$ cat config.mk
export PLATFORM = sky130hd
export DESIGN_NAME = cubic_bezier_tessellator
export DESIGN_NICKNAME = d
export VERILOG_FILES = /design/src/rtl/cbt_pkg.sv /design/src/rtl/cubic_bezier_tessellator.sv
export SDC_FILE = /design/constraint.sdc
export NUM_CORES = 2
export LEC_CHECK = 0
export BUFFER_PORTS_ARGS = -buffer_cell sky130_fd_sc_hd__buf_4
export CAP_MARGIN = 20
export CORE_UTILIZATION = 65
export CTS_CLUSTER_DIAMETER = 50
export DETAILED_ROUTE_END_ITERATION = 7
export GPL_TIMING_DRIVEN = 0
export PLACE_DENSITY = 0.82
export SLEW_MARGIN = 0
export SYNTH_ARGS = -nofsm -noshare
export SYNTH_HDL_FRONTEND = slang
export SYNTH_SLANG_ARGS = --single-unit
$ cat constraint.sdc
create_clock -name clk -period 12.7 [get_ports clk]
set_clock_uncertainty 0.2 [all_clocks]
set_input_delay 1.27 -clock clk [delete_from_list [all_inputs] [get_ports clk]]
set_output_delay 1.27 -clock clk [all_outputs]
set_load 0.005 [all_outputs]
$ cat src/rtl/cbt_pkg.sv
// Package of constants, types and weight tables for the cubic Bezier tessellator.
`default_nettype none

package cbt_pkg;

    // Run length as configured, and as used after clamping to the legal range.
    localparam int POINTS_PER_CURVE = 50;
    localparam int RUN_LEN = (POINTS_PER_CURVE < 2) ? 2 :
                             ((POINTS_PER_CURVE > 64) ? 64 : POINTS_PER_CURVE);

    // Field widths.
    localparam int COORD_W = 16;
    localparam int IDX_W   = 6;
    localparam int DIFF_W  = COORD_W + 1;
    localparam int TAB_LEN = 1 << IDX_W;

    // Index of the final point of a run.
    localparam logic [IDX_W-1:0] LAST_IDX = IDX_W'(RUN_LEN - 1);

    // Parameter t in unsigned Q1.16, stepped by a rounded reciprocal of N-1.
    localparam longint T_ONE  = 65536;
    localparam longint T_STEP = (T_ONE + (RUN_LEN - 1) / 2) / (RUN_LEN - 1);

    // Blend weights are Q48 and reach exactly 2^48, so they need 49 bits.
    localparam int WGT_W  = 49;
    localparam int WLO_W  = 25;
    localparam int WHI_W  = WGT_W - WLO_W;
    localparam int PHI_W  = WHI_W + 1 + DIFF_W;
    localparam int PLO_W  = WLO_W + 1 + DIFF_W;
    localparam int SUM_W  = 68;
    localparam int FRAC_W = 48;

    typedef logic [TAB_LEN-1:0][WGT_W-1:0] wgt_tab_t;

    // Weight of the start side for x: u^3 + 3u^2 t = u^2 (1 + 2t).
    function automatic wgt_tab_t build_wx();
        wgt_tab_t tab;
        longint   t;
        longint   u;
        for (int i = 0; i < TAB_LEN; i++)
        begin
            t = (i == RUN_LEN - 1) ? T_ONE : longint'(i) * T_STEP;
            if (t > T_ONE)
            begin
                t = T_ONE;
            end
            u = T_ONE - t;
            tab[i] = WGT_W'(u * u * (T_ONE + 2 * t));
        end
        return tab;
    endfunction

    // Weight of the start side for y: u^3 + 3u t^2 = u (u^2 + 3t^2).
    function automatic wgt_tab_t build_wy();
        wgt_tab_t tab;
        longint   t;
        longint   u;
        for (int i = 0; i < TAB_LEN; i++)
        begin
            t = (i == RUN_LEN - 1) ? T_ONE : longint'(i) * T_STEP;
            if (t > T_ONE)
            begin
                t = T_ONE;
            end
            u = T_ONE - t;
            tab[i] = WGT_W'(u * (u * u + 3 * t * t));
        end
        return tab;
    endfunction

    localparam wgt_tab_t WX_TAB = build_wx();
    localparam wgt_tab_t WY_TAB = build_wy();

endpackage

`default_nettype wire

$ cat src/rtl/cubic_bezier_tessellator.sv
// Top level of the cubic Bezier tessellator: point generator and three-stage blend pipeline.
//
// Channel  Dir  Signals                    Contents
// s_       in   tvalid tready tdata[63:0]  one curve: start and end point
// m_       out  tvalid tready tdata[39:0]  one curve point, tlast on the final one
//                tlast
//
// Each curve yields 50 points, one per cycle while m_ is not stalled; the point
// counter of the generator sets that figure.
// After the curve's transaction, its first point passes through stages 1, 2 and 3
// and is then presented in the output register. The next curve is taken in the
// cycle the previous run's final point is generated. Reset empties the generator
// and pipeline.
// A stall on m_ holds every stage; nothing is lost or repeated.
`default_nettype none

module cubic_bezier_tessellator
(
    input  wire logic        clk,
    input  wire logic        rst_n,
    input  wire logic        s_tvalid,
    output logic             s_tready,
    // start_x[15:0], start_y[31:16], end_x[47:32], end_y[63:48]
    input  wire logic [63:0] s_tdata,
    output logic             m_tvalid,
    input  wire logic        m_tready,
    // point_x[15:0], point_y[31:16], sample_index[37:32], zero[39:38]
    output logic [39:0]      m_tdata,
    output logic             m_tlast
);

    localparam int CW = cbt_pkg::COORD_W;
    localparam int IW = cbt_pkg::IDX_W;
    localparam int DW = cbt_pkg::DIFF_W;
    localparam int WW = cbt_pkg::WGT_W;
    localparam int LW = cbt_pkg::WLO_W;
    localparam int SW = cbt_pkg::SUM_W;
    localparam int FW = cbt_pkg::FRAC_W;

    // Generator: held end points and the running point index.
    logic                 busy_reg, busy_next;
    logic [IW-1:0]        idx_reg, idx_next;
    logic signed [CW-1:0] sx_reg, sy_reg, ex_reg, ey_reg;

    // Whole pipeline advances when the output register is free or drained.
    logic advance;
    logic gen_last;
    logic accept;

    assign advance  = !m_tvalid || m_tready;
    assign gen_last = (idx_reg == cbt_pkg::LAST_IDX);
    assign s_tready = advance && (!busy_reg || gen_last);
    assign accept   = s_tvalid && s_tready;

    always_comb
    begin
        busy_next = busy_reg;
        idx_next  = idx_reg;
        if (accept)
        begin
            busy_next = 1'b1;
            idx_next  = '0;
        end
        else if (advance && busy_reg)
        begin
            if (gen_last)
            begin
                busy_next = 1'b0;
                idx_next  = '0;
            end
            else
            begin
                idx_next = idx_reg + 1'b1;
            end
        end
    end

    always_ff @(posedge clk or negedge rst_n)
    begin
        if (!rst_n)
        begin
            busy_reg <= 1'b0;
            idx_reg  <= '0;
        end
        else
        begin
            busy_reg <= busy_next;
            idx_reg  <= idx_next;
        end
    end

    always_ff @(posedge clk)
    begin
        if (accept)
        begin
            sx_reg <= s_tdata[15:0];
            sy_reg <= s_tdata[31:16];
            ex_reg <= s_tdata[47:32];
            ey_reg <= s_tdata[63:48];
        end
    end

    // Stage 1: weight lookup and end-point differences.
    logic                 v1_reg;
    logic [WW-1:0]        wx1_reg, wy1_reg;
    logic signed [DW-1:0] dx1_reg, dy1_reg;
    logic signed [CW-1:0] ex1_reg, ey1_reg;
    logic [IW-1:0]        idx1_reg;
    logic                 last1_reg;

    always_ff @(posedge clk or negedge rst_n)
    begin
        if (!rst_n)
        begin
            v1_reg <= 1'b0;
        end
        else if (advance)
        begin
            v1_reg <= busy_reg;
        end
    end

    always_ff @(posedge clk)
    begin
        if (advance)
        begin
            wx1_reg   <= cbt_pkg::WX_TAB[idx_reg];
            wy1_reg   <= cbt_pkg::WY_TAB[idx_reg];
            dx1_reg   <= DW'(sx_reg) - DW'(ex_reg);
            dy1_reg   <= DW'(sy_reg) - DW'(ey_reg);
            ex1_reg   <= ex_reg;
            ey1_reg   <= ey_reg;
            idx1_reg  <= idx_reg;
            last1_reg <= gen_last;
        end
    end

    // Stage 2: weight times difference, split into high and low partial products.
    logic                                  v2_reg;
    logic signed [cbt_pkg::PHI_W-1:0]      pxh2_reg, pyh2_reg;
    logic signed [cbt_pkg::PLO_W-1:0]      pxl2_reg, pyl2_reg;
    logic signed [CW-1:0]                  ex2_reg, ey2_reg;
    logic [IW-1:0]                         idx2_reg;
    logic                                  last2_reg;

    always_ff @(posedge clk or negedge rst_n)
    begin
        if (!rst_n)
        begin
            v2_reg <= 1'b0;
        end
        else if (advance)
        begin
            v2_reg <= v1_reg;
        end
    end

    always_ff @(posedge clk)
    begin
        if (advance)
        begin
            pxh2_reg  <= $signed({1'b0, wx1_reg[WW-1:LW]}) * dx1_reg;
            pxl2_reg  <= $signed({1'b0, wx1_reg[LW-1:0]}) * dx1_reg;
            pyh2_reg  <= $signed({1'b0, wy1_reg[WW-1:LW]}) * dy1_reg;
            pyl2_reg  <= $signed({1'b0, wy1_reg[LW-1:0]}) * dy1_reg;
            ex2_reg   <= ex1_reg;
            ey2_reg   <= ey1_reg;
            idx2_reg  <= idx1_reg;
            last2_reg <= last1_reg;
        end
    end

    // Stage 3: join partial products, round to nearest, add the end coordinate.
    logic signed [SW-1:0] sum_x, sum_y;
    logic [CW-1:0]        px_next, py_next;

    always_comb
    begin
        sum_x   = (SW'(pxh2_reg) <<< LW) + SW'(pxl2_reg) + (SW'(1) <<< (FW - 1));
        sum_y   = (SW'(pyh2_reg) <<< LW) + SW'(pyl2_reg) + (SW'(1) <<< (FW - 1));
        px_next = ex2_reg + sum_x[FW+CW-1:FW];
        py_next = ey2_reg + sum_y[FW+CW-1:FW];
    end

    logic          v3_reg;
    logic [CW-1:0] px3_reg, py3_reg;
    logic [IW-1:0] idx3_reg;
    logic          last3_reg;

    always_ff @(posedge clk or negedge rst_n)
    begin
        if (!rst_n)
        begin
            v3_reg <= 1'b0;
        end
        else if (advance)
        begin
            v3_reg <= v2_reg;
        end
    end

    always_ff @(posedge clk)
    begin
        if (advance)
        begin
            px3_reg   <= px_next;
            py3_reg   <= py_next;
            idx3_reg  <= idx2_reg;
            last3_reg <= last2_reg;
        end
    end

    // Output transaction.
    assign m_tvalid = v3_reg;
    assign m_tdata  = {2'b00, idx3_reg, py3_reg, px3_reg};
    assign m_tlast  = last3_reg;

    // Checks on run framing.
    a_last_index: assert property (@(posedge clk) disable iff (!rst_n)
        m_tvalid && m_tlast |-> m_tdata[37:32] == cbt_pkg::LAST_IDX)
        else $error("final point carries the wrong index");

    a_accept_starts: assert property (@(posedge clk) disable iff (!rst_n)
        s_tvalid && s_tready |=> busy_reg && idx_reg == '0)
        else $error("accepted curve did not restart the generator");

    a_run_contiguous: assert property (@(posedge clk) disable iff (!rst_n)
        m_tvalid && m_tready && !m_tlast |=>
            m_tvalid && m_tdata[37:32] == $past(m_tdata[37:32]) + 6'd1)
        else $error("points of a run are not contiguous");

    a_last_once: assert property (@(posedge clk) disable iff (!rst_n)
        m_tvalid && m_tlast && m_tdata[37:32] == '0 |-> 1'b0)
        else $error("run ended at index zero");

endmodule

`default_nettype wire

==> summary.md <==
| Metric | Value |
|---|---|
| Top post-synthesis cells by count | `inv_1, fa_1, nand2_1, ha_1, and2_1` |
| # IOs | `approximately 110` |
| R2R cell count | `24` |
| Max FFs per register | `between 40 and 50` |
| Synth Instances | `8,030` |
| WP data arrival | `a little under 10 ns` |
| GRT Overall Usage | `46.8%` |
| Primary flip-flop cell chosen by synthesis mapping | `edfxtp_1` |
| Depth of the CTS H-tree | `2` |
| Number of flops mapped to enable cells by yosys | `421` |
| Initial antenna violation count | `15` |
| Cell taking the most area after synthesis | `fa_1` |
| Max Slew Vio Count | `0` |
| Hold Crit Class | `in -> async` |
| Vias/cell | `6.26` |
| GRT Residual Overflow | `0` |
| Post-Route Utilization | `approximately 70%` |
| CTS resizes | `0` |
| # DRC | `32` |
| Die height | `342 µm` |
| DIE AREA | `roughly 0.12 mm²` |
| FP Rows | `approximately 120` |
| Post-synthesis cell type count | `84` |
| Post-DP HPWL | `between 200,000 and 250,000 µm` |
| FF+latch count, synth | `between 400 and 500` |
| Wirelength per Cell | `about 27 µm` |
| Critical path endpoint category | `register` |
| Iter 0 DRT Violations | `about 6,700` |
| Syn_area_per_cell | `9.38 µm²` |
| Post-route ant nets | `0` |
| Worst Path Required | `~13 ns` |
| CTS tree | `done` |
| CP endpoint | `pyl2_reg[41]$_DFFE_PN_` |
| Reg2Reg Setup Slack | `between 3 and 4 ns` |
| Minimum clock period | `9.54 ns` |
| CTS clk-pin slew, worst paths | `0.06 ns` |
| Worst R2R End | `pyl2_reg[41]$_DFFE_PN_` |
| Max-Cap Viols | `0` |
| Synth async-reset ratio | `2.32%` |
| Clk buf depth | `3` |
| Failing checks | `DRC` |
| First-pass GRT wire length | `399,000 µm` |
| Fmax achieved | `0.105 GHz` |
| 1st-pass router iterations | `8` |
| Synth Area in Compound Gates | `~8%` |
| CTS Buf Count | `61` |
| CP startpoint kind | `register` |
| Setup Viol. Count Final | `0` |
| Clock latency at the later pin of the worst-skew pair | `0.72 ns` |
| Largest family of logic cells by synthesized area | `adder cells` |
| Post-CTS Setup Bufs | `0` |
| Starting Density | `between 60% and 70%` |
| Share of the synthesized area in the top cell type | `a little over a third` |
| Ratio of cells with drive above 1 in the final layout | `approximately 3.2%` |
| Final TNS setup | `0 ns` |
| Mux cell area share after synthesis | `0.128%` |
| Top cells by area, synth | `fa_1, edfxtp_1, ha_1` |
| Post-Synth Adder-Cell Area | `between 40% and 50%` |
| Post-Syn Area | `about 0.075 mm²` |
| Actual slew at the worst max-slew pin | `1.27 ns` |
| Yosys warns | `0` |
| Placed cells | `roughly 9,700` |
| Worst Setup SP | `dy1_reg[7]$_DFFE_PN_` |
| Final number of hold-violating endpoints | `0` |
| CP Max Fanout | `10` |
| Reg2reg start | `dy1_reg[7]$_DFFE_PN_` |
| Non-Filler Instances | `between 9,000 and 10,000` |
| Post-synthesis sequential area ratio | `around 17%` |
| Fin nets | `~10,000` |
| Period utilisation layout | `75.1%` |
| Total number of vias | `roughly 61,000` |
| Largest net degree at the start of global routing | `between 100 and 150` |
| Die Width | `between 300 and 400 µm` |
| Most numerous cell in the Yosys netlist | `inv_1` |
| Worst hold slack | `~0.16 ns` |
| Core Box Area | `between 0.1 and 0.15 mm²` |
| RSZ-0062 raised after global routing | `false` |
| Post-Synth XOR/XNOR Area | `roughly 2.2%` |
| Slew headroom | `between 10% and 20%` |
| # clock sinks | `approximately 430` |
| Vias in the first global route | `~64,000` |
| Final GP Congestion | `between 1 and 1.5` |
| Status | `complete, but fails checks` |
| Drt total wl | `269,000 µm` |
| Post-synthesis simple-gate area fraction | `roughly 15%` |
| Crit Path Category | `reg -> reg` |
| P&R area growth vs syn | `6.86%` |
| Cts hold-fix bufs | `0` |
| CTS root buf | `clkbuf_16` |
| Port Buffers | `108` |
==> per-stage QoR <==
| stage | setup slack [ns] | instance area (µm²) |
|---|---|---|
| floorplan | 1.48 | 75300 |
| global placement | -2.55 | 78000 |
| detailed placement | 3.70 | 78200 |
| CTS | 3.64 | 80400 |
| global route | 3.03 | 80500 |
| finish | 3.16 | 80500 |
==> layout by cell type, fill, tap and decap left out, types with 188 or more instances in the layout <==
cell         n
inv_1     1672
fa_1      1308
nand2_1   1023
ha_1       758
and2_1     719
edfxtp_1   421
clkbuf_1   346
nor2_1     309
a21oi_1    268
o21ai_0    188
==> final cells by class <==
cell class              instances  area (µm²)
fillers                      8275       34200
flip-flops and latches        431       12900
well taps                    1512        1890
multi-input cells            5548       54700
clock buffers                  65        1540
diodes                          7        17.5
clock inverters                49         651
inverters                    1677        6300
plain buffers                 375        1420
repair buffers                124        1040
==> worst max-delay path: stages (launching register included) <==
cell and delay (ns):
edfxtp_1 0.37, clkbuf_1 0.89, clkbuf_1 0.69, and2_1 0.25, fa_1 0.41, inv_1 0.07, fa_1 0.44, fa_1 0.52
inv_1 0.05, fa_1 0.52, fa_1 0.50, inv_1 0.05, fa_1 0.49, inv_1 0.05, ha_1 0.29, nand4_1 0.11
nor3_1 0.06, a2111oi_1 1.07, a31oi_1 0.58, o2111ai_1 0.46, o211ai_1 0.24, nand2_1 0.18, o21ai_0 0.17, a21oi_1 0.24
xnor2_1 0.33
==> worst min-delay path by stage <==
stage / end / slack, ns
6_report: idx_reg[2]$_DFFE_PN0P_ / 0.16
5_1_grt: idx_reg[2]$_DFFE_PN0P_ / 0.16
4_1_cts: idx_reg[0]$_DFFE_PN0P_ / 0.14
3_5_place_dp: ey2_reg[9]$_DFFE_PN_ / 0.20
3_3_place_gp: idx2_reg[2]$_DFFE_PN_ / 0.20
2_1_floorplan: ex2_reg[0]$_DFFE_PN_ / 0.20
==> per-layer routing <==
layer	GRT usage [%]	routed length, µm	part of all wire [%]
met2	69.2	114000	42
met1	59.2	96400	36
met3	15.5	36900	14
met5	0	99	0.037
met4	29.9	21400	8.0
==> cells by family (layout without fill, tap and decap cells) <==
kind of cell / count (synthesis) / in the layout
AOI/OAI and AO/OA: 923 / 923
xor gates and xnor gates: 190 / 190
adders and majority gates: 2066 / 2066
buffers and inverters: 2052 / 2290
DFF: 431 / 431
muxes: 7 / 7
other: 1 / 9
and+or+nand+nor: 2360 / 2360
Power is not shown: default switching activity piles up to over one toggle a cycle in this logic, so the estimate is an artifact.
